$ cat src/rtl/utf8_stream_decoder_top_defines.svh
// Assertion macros shared by the UTF-8 stream decoder RTL.
// Depends on nothing; files that assert include it by name.
`ifndef UTF8_STREAM_DECODER_TOP_DEFINES_SVH
`define UTF8_STREAM_DECODER_TOP_DEFINES_SVH

// Checks an implication on every rising edge of clk outside reset.
`define UTF8D_ASSERT_IMPL(label, ante, cons, msg) \
  label: assert property (@(posedge clk) disable iff (!rst_n) (ante) |-> (cons)) \
    else $error(msg);

// Checks a condition that must never be seen on a rising edge of clk.
`define UTF8D_ASSERT_NEVER(label, cond, msg) \
  label: assert property (@(posedge clk) disable iff (!rst_n) !(cond)) \
    else $error(msg);

`endif

$ cat src/rtl/utf8d_pkg.sv
// Types and constants for the UTF-8 stream decoder.
// Used by utf8d_core and utf8_stream_decoder_top; depends on nothing.
package utf8d_pkg;

  // Input transfer payload.
  typedef struct packed {
    logic [7:0] data_byte;
    logic       stream_end;
  } in_t;

  // Result transfer payload.
  typedef struct packed {
    logic [20:0] code_point;
    logic        is_error;
    logic        run_last;
  } out_t;

  // Results caused by one byte: all but the last are errors with a zero
  // code point, so a count and the last result describe the whole group.
  typedef struct packed {
    logic [2:0]  cnt;
    logic [20:0] cp;
    logic        err;
  } grp_t;

  // Sequence length codes.
  localparam logic [2:0] SEQ_NONE = 3'd0;
  localparam logic [2:0] SEQ_LEN2 = 3'd2;
  localparam logic [2:0] SEQ_LEN3 = 3'd3;
  localparam logic [2:0] SEQ_LEN4 = 3'd4;

  // Code point limits.
  localparam logic [20:0] CP_MIN2   = 21'h00080;
  localparam logic [20:0] CP_MIN3   = 21'h00800;
  localparam logic [20:0] CP_MIN4   = 21'h10000;
  localparam logic [20:0] SURR_LO   = 21'h0D800;
  localparam logic [20:0] SURR_HI   = 21'h0DFFF;
  localparam logic [20:0] CP_MAX    = 21'h10FFFF;

  // Most results one byte can cause.
  localparam logic [2:0] GRP_MAX = 3'd4;

endpackage

$ cat src/rtl/utf8d_core.sv
// Sequence state and decode logic of the UTF-8 stream decoder.
// Depends on utf8d_pkg; instantiated by utf8_stream_decoder_top.
module utf8d_core
  import utf8d_pkg::*;
(
  input  logic clk,
  input  logic rst_n,
  input  logic take,
  input  in_t  item,
  output grp_t grp
);

  logic [2:0]  seq_len_r, seq_len_nxt;
  logic [1:0]  held_r, held_nxt;
  logic [20:0] part_r, part_nxt;

  logic [7:0]  b;
  logic        last;
  logic        as_lead;
  logic        bad;
  logic [1:0]  held_inc;
  logic [2:0]  have;
  logic [20:0] acc;

  assign b    = item.data_byte;
  assign last = item.stream_end;
  assign held_inc = held_r + 2'd1;
  assign have     = {1'b0, held_inc} + 3'd1;
  assign acc      = {part_r[14:0], b[5:0]};

  // A completed value is rejected when overlong, a surrogate or too large.
  always_comb begin
    bad = 1'b0;
    if (seq_len_r == SEQ_LEN2 && acc < CP_MIN2) bad = 1'b1;
    if (seq_len_r == SEQ_LEN3 && acc < CP_MIN3) bad = 1'b1;
    if (seq_len_r == SEQ_LEN4 && acc < CP_MIN4) bad = 1'b1;
    if (acc >= SURR_LO && acc <= SURR_HI) bad = 1'b1;
    if (acc > CP_MAX) bad = 1'b1;
  end

  // Next state and result group for the byte on the input.
  always_comb begin
    seq_len_nxt = seq_len_r;
    held_nxt    = held_r;
    part_nxt    = part_r;
    grp         = '0;
    as_lead     = 1'b1;

    if (seq_len_r != SEQ_NONE) begin
      if (b[7:6] == 2'b10) begin
        as_lead = 1'b0;
        if (have >= seq_len_r) begin
          // Sequence complete: one result, valid or an error.
          grp.cnt     = 3'd1;
          grp.cp      = bad ? '0 : acc;
          grp.err     = bad;
          seq_len_nxt = SEQ_NONE;
          held_nxt    = '0;
          part_nxt    = '0;
        end else if (last) begin
          // Truncated at the end of the stream: flush the lead, held bytes and this byte.
          grp.cnt     = have;
          grp.err     = 1'b1;
          seq_len_nxt = SEQ_NONE;
          held_nxt    = '0;
          part_nxt    = '0;
        end else begin
          held_nxt = held_inc;
          part_nxt = acc;
        end
      end else begin
        // Broken sequence: flush, then take this byte as a lead.
        grp.cnt     = {1'b0, held_r} + 3'd1;
        grp.err     = 1'b1;
        seq_len_nxt = SEQ_NONE;
        held_nxt    = '0;
        part_nxt    = '0;
      end
    end

    if (as_lead) begin
      if (b inside {[8'h00:8'h7F]}) begin
        grp.cnt = grp.cnt + 3'd1;
        grp.cp  = {13'd0, b};
        grp.err = 1'b0;
      end else if (!last && b inside {[8'hC0:8'hDF]}) begin
        seq_len_nxt = SEQ_LEN2;
        held_nxt    = '0;
        part_nxt    = {16'd0, b[4:0]};
      end else if (!last && b inside {[8'hE0:8'hEF]}) begin
        seq_len_nxt = SEQ_LEN3;
        held_nxt    = '0;
        part_nxt    = {17'd0, b[3:0]};
      end else if (!last && b inside {[8'hF0:8'hF7]}) begin
        seq_len_nxt = SEQ_LEN4;
        held_nxt    = '0;
        part_nxt    = {18'd0, b[2:0]};
      end else begin
        // Invalid lead, or a lead that arrives as the final byte.
        grp.cnt = grp.cnt + 3'd1;
        grp.cp  = '0;
        grp.err = 1'b1;
      end
    end
  end

  // Sequence state advances only when a byte is transferred.
  always_ff @(posedge clk) begin
    if (!rst_n) begin
      seq_len_r <= SEQ_NONE;
      held_r    <= '0;
      part_r    <= '0;
    end else if (take) begin
      seq_len_r <= seq_len_nxt;
      held_r    <= held_nxt;
      part_r    <= part_nxt;
    end
  end

endmodule

$ cat src/rtl/utf8_stream_decoder_top.sv
// Top level of the validating UTF-8 stream decoder.
// Depends on utf8d_pkg, utf8d_core and utf8_stream_decoder_top_defines.svh.
//
// Usage:
//   Input channel in_valid/in_stall/in_data carries one byte a transfer with
//   a stream_end flag on the final byte of a stream. Result channel
//   out_valid/out_stall/out_data carries one code point or error marker a
//   transfer; run_last marks the final result caused by an input byte.
//   A byte that only opens or extends a sequence causes no result.
//   The first result of a byte is shown once it has passed the group
//   register, then the output register.
//   Throughput: one byte a cycle while the receiver does not stall and each
//   byte causes at most one result. A byte that causes n results holds the
//   input until all but its last result are sent, since the output register
//   sends one result a cycle; up to four results follow a broken four-byte
//   sequence. When the receiver stalls, the output register holds its result;
//   the group register still takes bytes while empty, then in_stall rises.
//   Reset clears the pending sequence and empties both registers; no
//   result is shown until new bytes arrive.
`include "utf8_stream_decoder_top_defines.svh"

module utf8_stream_decoder_top
  import utf8d_pkg::*;
(
  input  logic clk,
  input  logic rst_n,
  input  logic in_valid,
  output logic in_stall,
  input  in_t  in_data,
  output logic out_valid,
  input  logic out_stall,
  output out_t out_data
);

  grp_t        core_grp;
  logic        take;
  logic        out_load;
  logic        grp_pop_last;

  logic [2:0]  grp_cnt_r;
  logic [20:0] grp_cp_r;
  logic        grp_err_r;
  logic        out_valid_r;
  out_t        out_data_r, out_data_nxt;

  // Decode core holding the partial sequence.
  utf8d_core u_core (
    .clk   (clk),
    .rst_n (rst_n),
    .take  (take),
    .item  (in_data),
    .grp   (core_grp)
  );

  // Handshake: the group register takes a byte when empty or when its last result loads.
  assign out_load     = !out_valid_r || !out_stall;
  assign grp_pop_last = out_load && (grp_cnt_r == 3'd1);
  assign in_stall     = (grp_cnt_r != 3'd0) && !grp_pop_last;
  assign take         = in_valid && !in_stall;

  // Next result: leading results are errors, the last carries the group.
  always_comb begin
    out_data_nxt.run_last   = (grp_cnt_r == 3'd1);
    out_data_nxt.code_point = (grp_cnt_r == 3'd1) ? grp_cp_r : '0;
    out_data_nxt.is_error   = (grp_cnt_r == 3'd1) ? grp_err_r : 1'b1;
  end

  // Control registers for the group count and output valid.
  always_ff @(posedge clk) begin
    if (!rst_n) begin
      grp_cnt_r   <= '0;
      out_valid_r <= 1'b0;
    end else begin
      if (out_load) begin
        out_valid_r <= (grp_cnt_r != 3'd0);
        if (grp_cnt_r != 3'd0) begin
          grp_cnt_r <= grp_cnt_r - 3'd1;
        end
      end
      if (take) begin
        grp_cnt_r <= core_grp.cnt;
      end
    end
  end

  // Payload registers.
  always_ff @(posedge clk) begin
    if (out_load && grp_cnt_r != 3'd0) begin
      out_data_r <= out_data_nxt;
    end
    if (take) begin
      grp_cp_r  <= core_grp.cp;
      grp_err_r <= core_grp.err;
    end
  end

  assign out_valid = out_valid_r;
  assign out_data  = out_data_r;

  // A group never holds more results than one byte can cause.
  `UTF8D_ASSERT_NEVER(a_grp_cnt_max, grp_cnt_r > GRP_MAX, "group count above four")
  // Only the last result of a byte can be a valid code point.
  `UTF8D_ASSERT_IMPL(a_lead_err, out_valid && !out_data.run_last, out_data.is_error,
    "non-final result is not an error")
  // An error result carries a zero code point.
  `UTF8D_ASSERT_IMPL(a_err_zero, out_valid && out_data.is_error, out_data.code_point == '0,
    "error result with non-zero code point")
  // Valid code points stay within the Unicode range.
  `UTF8D_ASSERT_IMPL(a_cp_range, out_valid, out_data.code_point <= CP_MAX,
    "code point above 10FFFF")
  // The input stalls only while results of an earlier byte remain.
  `UTF8D_ASSERT_IMPL(a_stall_cause, in_stall, grp_cnt_r != 3'd0,
    "input stalled with an empty group register")

endmodule
$ cat config.mk
export PLATFORM = sky130hd
export DESIGN_NAME = utf8_stream_decoder_top
export DESIGN_NICKNAME = d
export VERILOG_FILES = /design/src/rtl/utf8d_pkg.sv /design/src/rtl/utf8d_core.sv /design/src/rtl/utf8_stream_decoder_top.sv
export VERILOG_INCLUDE_DIRS = /design/src /design/src/rtl
export SDC_FILE = /design/constraint.sdc
export NUM_CORES = 1
export LEC_CHECK = 0
export ABC_AREA = 1
export BUFFER_PORTS_ARGS = -buffer_cell sky130_fd_sc_hd__buf_2
export CORE_ASPECT_RATIO = 1.1
export CORE_MARGIN = 4
export CORE_UTILIZATION = 55
export DETAILED_ROUTE_END_ITERATION = 8
export PLACE_DENSITY = 0.85
export SETUP_SLACK_MARGIN = 0.3
export SLEW_MARGIN = 20
export SYNTH_ARGS = -nofsm -noshare
export SYNTH_HDL_FRONTEND = slang
export SYNTH_HIERARCHICAL = 1
export SYNTH_SLANG_ARGS = --single-unit
export TNS_END_PERCENT = 10
$ cat constraint.sdc
create_clock -name clk -period 4.2 [get_ports clk]
set_clock_uncertainty 0.2 [all_clocks]
set_input_delay 0.42 -clock clk [delete_from_list [all_inputs] [get_ports clk]]
set_output_delay 0.42 -clock clk [all_outputs]
set_load 0.03 [all_outputs]
# [After elaboration in Yosys (flattened, before gate mapping)]
# Index checks and enable logic that the tools add are counted.
[word_totals] output_inout_bits=25 input_bits=13 ff_bits=75 wordCells=113
[op_classes] n_eq_ne=5 n_reduce_logical=26 n_mux=52 magnitude_cmp=15 add_sub_neg=5
[op_table] operator="$mux 21" count=12
[op_table] operator="$mux 25" count=6
[op_table] operator="$mux 3" count=15
[op_table] operator="$ge 8x8->1 const B" count=3
[op_table] operator="$le 8x8->1 const B" count=3
[op_table] operator="$ge 21x16->1 const B" count=1
[op_table] operator="$gt 21x21->1 const B" count=1
[op_table] operator="$le 21x16->1 const B" count=1
[op_table] operator="$lt 21x12->1 const B" count=1
[op_table] operator="$lt 21x17->1 const B" count=1
[op_table] operator="$lt 21x8->1 const B" count=1
[op_table] operator="$mux 2" count=9
[op_table] operator="$logic_and 1x1->1" count=15
[op_table] operator="$mux 1" count=10
[op_table] operator="$ge 8x1->1 const B" count=1
[op_table] operator="$le 8x7->1 const B" count=1
[op_table] operator="$add 2x1->3 const B" count=2
[op_table] operator="$eq 3x2->1 const B" count=2
[op_table] operator="$reduce_bool 3->1" count=2
[op_table] operator="$logic_not 1->1" count=5
[op_table] operator="$reduce_bool 2->1" count=2
[op_table] operator="$add 3x1->3 const B" count=1
[op_table] operator="$eq 3x1->1 const B" count=1
[op_table] operator="$eq 3x3->1 const B" count=1
[op_table] operator="6 further kinds" count=6

# [Depth between registers and ports, before layout]
# Gate-level depths: netlist of the first run.
[depth] word_depth=18 depth_mapped=18 depth_no_buf=18

# [Modules after synthesis]
# Netlist of the first run, hierarchy kept.
[by_module_without_submodules] mod="utf8_stream_decoder_top" instances=1 area_per_inst_um2=1858.0 cells_each=136 seq_area_each_um2=1431.4
[by_module_without_submodules] mod="utf8d_core" instances=1 area_per_inst_um2=1705.4 cells_each=258 seq_area_each_um2=400.4

# [Worst setup path before layout of the first run]
# No wires, ideal clock.
[synth_timing] path_kind="register -> register" startpoint="reg u_core.held_r[0]" endpoint="reg grp_cnt_r[1]" setup_slack_ns=1.433 t_arrival_ns=2.456 stages_incl_launch_ff=17 synth_period_minus_slack_ns=2.767 n_path_buf=0 t_required_ns=3.890 setup_ns=0.110 cell_sequence="dfxtp_1 inv_1 ha_1 xor2_1 ha_1 nand3_1 nand2_1 o21ai_0 nand2_1 inv_1 ha_1 nand2_1 o21ai_0 nand3_1 nand3_1 nand3_1 inv_1"
[synth_lines] element="from (decl)" line="utf8d_core.sv:14" source="logic [1:0] held_r, held_nxt;"
[synth_lines] element="from (signal assigned)" line="utf8d_core.sv:115" source="held_r <= held_nxt;"
[synth_lines] element="to (signal assigned)" line="utf8_stream_decoder_top.sv:77" source="grp_cnt_r <= grp_cnt_r - 3'd1;"
[synth_lines] element="to (signal assigned)" line="utf8_stream_decoder_top.sv:81" source="grp_cnt_r <= core_grp.cnt;"
[synth_lines] element="to (decl)" line="utf8_stream_decoder_top.sv:40" source="logic [2:0] grp_cnt_r;"

==> impl_results.md, run 1 <==
- CTS tree: done
- Final Slew Violations: 0
- Hold Path Class: input pin to register
- Die area: 7830 um2
- Seq/Total Area, Yosys: between 50% and 60%
- Critical path endpoint category: register
- Worst-path clk slew: 0.08 ns
- Total setup buffers inserted after CTS: 0
- RSZ-0062 raised after global routing: false
- H-tree depth: 3
- Gpl congestion: ~0.83
- ANT nets after route: 0
- Period Utilization, post-route: 73.8%
- Worst Setup Start Kind: register
- Setup CP Type: register to register
- PortBufs: 37
- Fmax: 0.323 GHz
- NumNets Final: 452
- IO Pins: 38
- First-pass GRT wire length: 12.4 mm
- Mapped Nets: 416
- Non-filler instance count after layout: 515
- Die Ht: 92.4 um
- Placed cells: 499
- Max FO, Critical Path: 6
- Chip Width: 84.7 um
- Post-Syn Area: 3560 um2
- Slew margin rel.: 41.7%
- Ant. Diodes: 0
- Final setup fails: 0
- Fraction of layout cells with a size suffix above 1: 22.5%
- Worst Tran Pin Value: 0.874 ns
- Most common cell after layout, fill and taps aside: inv_1
- Pleak: roughly 1.8 nW
- Post-Route WL: 7.26 mm
- Clk_lat worst skew: between 0.3 and 0.4 ns
- Vias per cell: around 5.3
- Avg WL per Cell: 14.1 um
- Core Area: about 6200 um2
- # resized after CTS: 0
- Avg Inst Size Synth: 9.04 um2
- PwrDens: ~630 nW/um2
- FP Rows: 30
- DP Wirelength: around 4.9 mm
- Total vias in the final route: around 2700
- Library cells used by synthesis: 42
- Dpl ws: about 1.1 ns
- Layout fillers: 517
- Yosys warnings: 6
- Flops & latches, synth: 69
- Worst Setup Slack, final: 1.10 ns
- Critical Path AT: 3.15 ns
- Vias in the first global route: ~2800
- Sink Count: 69
- Min Tclk post-route: a little over 3 ns
- Req. time, crit path: 4.25 ns
- Max_cap viols: 0
- CTS buffer count: 9
- 1st-iter DRT viols: 276
- Synthesis-to-finish area growth: 11.1%
- Commonest non-fill, non-tap cells in the layout: 71 x inv_1, 54 x nand2_1, 46 x nor2_1
- Outcome: completed
- Initial antenna violation count: 0
- CTS Root Cell: clkbuf_8
- Deepest clock path buffer count: 2
- Overall Global Routing Usage: 19.9%
- Final TNS setup: 0 ns
- Largest net degree at the start of global routing: 30
- Final Hold Viols: 0
- VDD IR max: 0.000333 V
- Initial DRT Pass Iterations: 5
- DR DRC count: 0
- Remaining global-route overflow: 0
- Post-Syn Instances: about 400
- Starting Density: between 50% and 60%
- Hold buffer count at cts: 0
[Yosys cell counts (all sizes together)]
master / instances / share of area, %
nor2: 55 / 7.7
and2: 1 / 0.18
nand4: 13 / 2.7
a211oi: 1 / 0.21
a21oi: 19 / 3.2
ha: 9 / 3.2
o22ai: 1 / 0.18
nor3: 2 / 0.28
a31o: 1 / 0.25
dfxtp: 24 / 13
or2: 3 / 0.53
a31oi: 1 / 0.18
xnor2: 1 / 0.25
nand3: 43 / 6.7
clkbuf: 3 / 0.32
clkinv: 1 / 0.11
inv: 79 / 8.5
nand2: 62 / 7.7
buf: 10 / 2.4
o21ai: 12 / 2.0
a21boi: 4 / 1.2
nand3b: 1 / 0.21
xor2: 2 / 0.49
nor4: 1 / 0.18
edfxtp: 45 / 38
[routing by layer]
| layer | routed length [um] | global-route usage (%) | vias up |
|---|---|---|---|
| met1 | 2900 | 22.3 | 1277 |
| met5 | 0 | 0 | - |
| met2 | 3690 | 36.1 | 106 |
| met4 | 172 | 9.89 | 0 |
| li1 | - | - | 1344 |
| met3 | 487 | 3.47 | 20 |
[cells by family after synthesis]
kind of cell	share of synthesized area, %
AND/OR/NAND/NOR	26.2
buffers and inverters	11.3
XOR/XNOR	0.737
flip-flops	51.4
adder cells (fa/ha/maj)	3.16
AO/OA/AOI/OAI	7.16
[critical path, cell delays in order (launching register included)]
cell and delay, ns:
dfxtp_1 0.43, inv_1 0.12, ha_1 0.35, xor2_1 0.21, ha_1 0.26, nand3_1 0.08, nand2_1 0.17, o21ai_0 0.35
nand2_1 0.12, inv_1 0.07, ha_1 0.22, nand2_1 0.06, o21ai_0 0.07, nand3_1 0.10, nand3_1 0.08, nand3_1 0.07
inv_1 0.04
[flip-flops by register name (all words and copies together), names as in the netlist]
signal            flops
grp_cnt_r             3
out_data             23
u_core/part_r        15
grp_cp_r             21
out_valid             1
grp_err_r             1
u_core/held_r         2
u_core/seq_len_r      3
[where the power goes]
part / leakage (nW) / internal [mW] / switching, mW
registers: 0.640 / 0.987 / 0.0487
logic: 1.05 / 0.218 / 0.709
clock network: 0.0996 / 0.276 / 0.267
[path summary, 6_finish.rpt]
path	to	cells after the start	slack [ns]	from
max	grp_cnt_r[1]	16	1.10	u_core/held_r[0]
max reg2reg	grp_cnt_r[1]	16	1.10	u_core/held_r[0]
min	u_core/part_r[1]	3	0.16	in_data[2]
min reg2reg	u_core/seq_len_r[1]	2	0.30	u_core/seq_len_r[1]
[layout make-up]
| type | instances | area (um2) | area share [%] |
|---|---|---|---|
| sequential | 69 | 1830 | 46.3 |
| multi-input combinational | 232 | 1330 | 33.5 |
| inverter | 80 | 308 | 7.78 |
| timing repair buffer | 38 | 193 | 4.87 |
| clock buffer | 9 | 124 | 3.13 |
| tap | 80 | 100 | 2.53 |
| clock inverter | 7 | 73.8 | 1.87 |
[through the flow]
stage	utilization [%]	power, mW	hold WS [ns]	area, um2
6_report	63.5	2.50	0.156	3960
5_1_grt	63.5	2.65	0.148	3960
4_1_cts	63.5	2.53	0.143	3960
3_5_place_dp	60.3	1.98	0.286	3760
3_3_place_gp	60.3	1.94	0.273	3760
2_1_floorplan	-	1.76	0.259	3560
Note: power is estimated with default switching activity, not from simulation.
==> run 2: changes to the inputs <==
Settings changed: ABC_AREA 1 to 0, CORE_UTILIZATION 55 to 52.
Clock period 4.2 ns to 2.65 ns, I/O delays scaled along.
==> run 2 against run 1 <==
Against the previous run: final cell count fell by 25%; worst hold slack got worse by 0.12 ns; via count fell by 27%; global-route usage fell by 2.9 points; critical path type unchanged.
==> impl_results.md, run 2 <==
- Yosys warnings: 6 (unchanged)
- Die area: 7370 um2 (-5.9%)
- CTS Root Cell: clkbuf_8
- Starting Density: 53.9% (-3.3 points)
- Vias per cell: 5.22 (-2.2%)
- Overall Global Routing Usage: 17.0% (-2.9 points)
- Fmax: 0.392 GHz (+22%)
- Post-Syn Area: 3150 um2 (-12%)
- RSZ-0062 raised after global routing: true
- Post-Syn Instances: 253 (-36%)
- Ant. Diodes: 0 (unchanged)
- Register name with the most flops: out_data
- Number of enable flip-flop cells after synthesis: 45 (unchanged)
- Most numerous cell in the Yosys netlist: edfxtp_1
- Largest net degree at the start of global routing: 26 (-13%)
- DRT met1 WL: 2.32 mm (-20%)
- H-tree depth: 3 (unchanged)
- Crit-path max cell delay: 0.36 ns (-0.07 ns)
- Post-route cell area: 3740 um2 (-5.6%)
- Initial DRT Pass Iterations: 4 (-1)
- Slew margin rel.: 67.2% (+25 points)
- PwrDens: 1040 nW/um2 (+64%)
- Core Area: 5840 um2 (-6.2%)
- 1st-iter DRT viols: 115 (-58%)
- Library cells used by synthesis: 52 (+24%)
- Avg WL per Cell: 14.3 um (+1.3%)
- Die Ht: 89.6 um (-3.0%)
- ANT nets after route: 0 (unchanged)
- Initial antenna violation count: 0 (unchanged)
- Most common cell after layout, fill and taps aside: edfxtp_1
- Area contributors post-synth: edfxtp_1 43%, dfxtp_1 15%, and2_1 8.1%
- Pleak: 1.41 nW (-21%)
- First-pass GRT wire length: 9.16 mm (-26%)
- Synthesis-to-finish area growth: 18.6%
- Final Power: 3.88 mW (+55%)
- Top sig layer: met4
- Worst Setup Slack, final: 0.102 ns (-0.998 ns)
- Critical Path AT: 2.59 ns (-0.56 ns)
- Max_cap viols: 0 (unchanged)
- Met2 routed WL: 2.76 mm (-25%)
- Outcome: completed
- VDD IR max: 0.000536 V (+61%)
- Seq/Total Area, Yosys: 58.1% (+6.7 points)
- FP Rows: 29 (-3.3%)
- Top cell type's share of synthesized area: 42.9% (+5.0 points)
- Chip Width: 82.2 um (-3.0%)
- Commonest non-fill, non-tap cells in the layout: 45 x edfxtp_1, 41 x and2_1, 37 x buf_2
- Dpl ws: 0.0282 ns (-1.12 ns)
- Setup CP Type: register to register
- Prevailing post-synth register cell: edfxtp_1
- Top delay family on crit path: adder cells
- Flops & latches, synth: 69 (unchanged)
- Post-DP Area: 3450 um2 (-8.3%)
- Routed wl met3: 282 um (-42%)
- Biggest regs: out_data (23), grp_cp_r (21), u_core/part_r (15)
- Final Hold Viols: 0 (unchanged)
- Worst Tran Pin Value: 0.491 ns (-0.383 ns)
- Final Slew Violations: 0 (unchanged)
- Min Tclk post-route: 2.55 ns (-0.552 ns)
- Vias in the first global route: 1994 (-28%)
- DP Wirelength: 3.76 mm (-24%)
- Req. time, crit path: 2.69 ns (-1.56 ns)
- Post-Route WL: 5.48 mm (-24%)
- Sink Count: 69 (unchanged)
- NumNets Final: 324 (-28%)
- Final setup fails: 0 (unchanged)
- Mapped Nets: 275 (-34%)
- Top cells by count, synth: 45 x edfxtp_1, 41 x and2_1, 24 x dfxtp_1
- CTS buffer count: 9 (unchanged)
- IO Pins: 38 (unchanged)
- Async S/R FF share, synth: 0% (unchanged)
- Deepest clock path buffer count: 2 (unchanged)
- CP cell instances: inv_4 > ha_4 > xor2_2 > ha_1 > nand2_2 > o21ai_4 > a211oi_2 > a211oi_2 > ha_1 > mux2_2 > nand2_1 > a31oi_1
- Avg Inst Size Synth: 12.5 um2 (+38%)
- Gpl congestion: 0.885 (+7.2%)
- Clk_lat worst skew: 0.35 ns (about the same)
- Final TNS setup: 0 ns (unchanged)
- Critical path endpoint category: register
- PortBufs: 37 (unchanged)
- Period Utilization, post-route: 96.2% (+22 points)
- CP max stage cell: dfxtp_4
- CTS tree: done
- Worst-path clk slew: 0.08 ns (about the same)
- Largest register FFs: 23 (unchanged)
- Fraction of layout cells with a size suffix above 1: 30.0% (+7.4 points)
- CP Buf/Inv Count: 1 (-2)
- Yosys top cell by area: edfxtp_1
- Max FO, Critical Path: 3 (-3)
- Worst Setup Start Kind: register
- Hold Path Class: input pin to register
- Remaining global-route overflow: 0 (unchanged)
- Util after Layout: 64.0% (+0.44 points)
- Total vias in the final route: 2003 (-27%)
- DR DRC count: 0 (unchanged)
- Hold buffer count at cts: 0 (unchanged)
[run 2: timing repair]
item                                    in CTS  in global routing
pin swaps                                    6                  2
endpoints found under the setup margin      36                 37
buffers inserted                             4                  0
gates resized for setup                      2                  3
endpoints found under the hold margin        0                  0
[run 2: path summary, 6_finish.rpt]
path	startpoint	to	slack [ns]	cells past startpoint
setup / recovery	u_core/held_r[0]	grp_cnt_r[1]	0.10	12
hold / removal	in_data[2]	u_core/part_r[1]	0.04	3
setup reg to reg	u_core/held_r[0]	grp_cnt_r[1]	0.10	12
hold reg to reg	grp_err_r	out_data[1]	0.30	1
[run 2: metal layers]
metal  global-route usage [%]  vias to the layer above
li1                         -                     1011
met1                     19.5                      935
met2                     27.8                       44
met3                     4.89                       13
met4                     10.6                        0
met5                        0                        -
[run 2: layout make-up]
cell class | count | area, um2
tap | 77 | 96.3
inverter | 8 | 32.5
fill | 438 | 2110
sequential | 69 | 1840
clock buffer | 9 | 124
timing repair buffer | 45 | 245
multi-input combinational | 169 | 1290
clock inverter | 7 | 106
[run 2: cells by family after synthesis]
logic type / synth area share (%)
flops: 58.1
xor+xnor: 1.67
compound gates: 12.4
buf+inv: 2.50
fa+ha+maj: 3.57
mux: 1.79
simple gates: 20.0
[run 2: worst register-to-register path, cell delays in order (launching register included)]
cell and delay [ns]:
dfxtp_4 0.36, inv_4 0.04, ha_4 0.22, xor2_2 0.14, ha_1 0.29, nand2_2 0.06, o21ai_4 0.19, a211oi_2 0.06
a211oi_2 0.21, ha_1 0.27, mux2_2 0.26, nand2_1 0.06, a31oi_1 0.08
[run 2: where the power goes]
group | internal, mW | switching [mW]
clock | 0.546 | 0.429
combinational | 0.379 | 0.878
sequential | 1.56 | 0.0839
[run 2: stage by stage]
stage	hold slack [ns]	cells
5_1_grt	0.0234	384
3_5_place_dp	0.285	364
3_3_place_gp	0.287	364
2_1_floorplan	0.207	253
6_report	0.0402	384
4_1_cts	0.0163	384
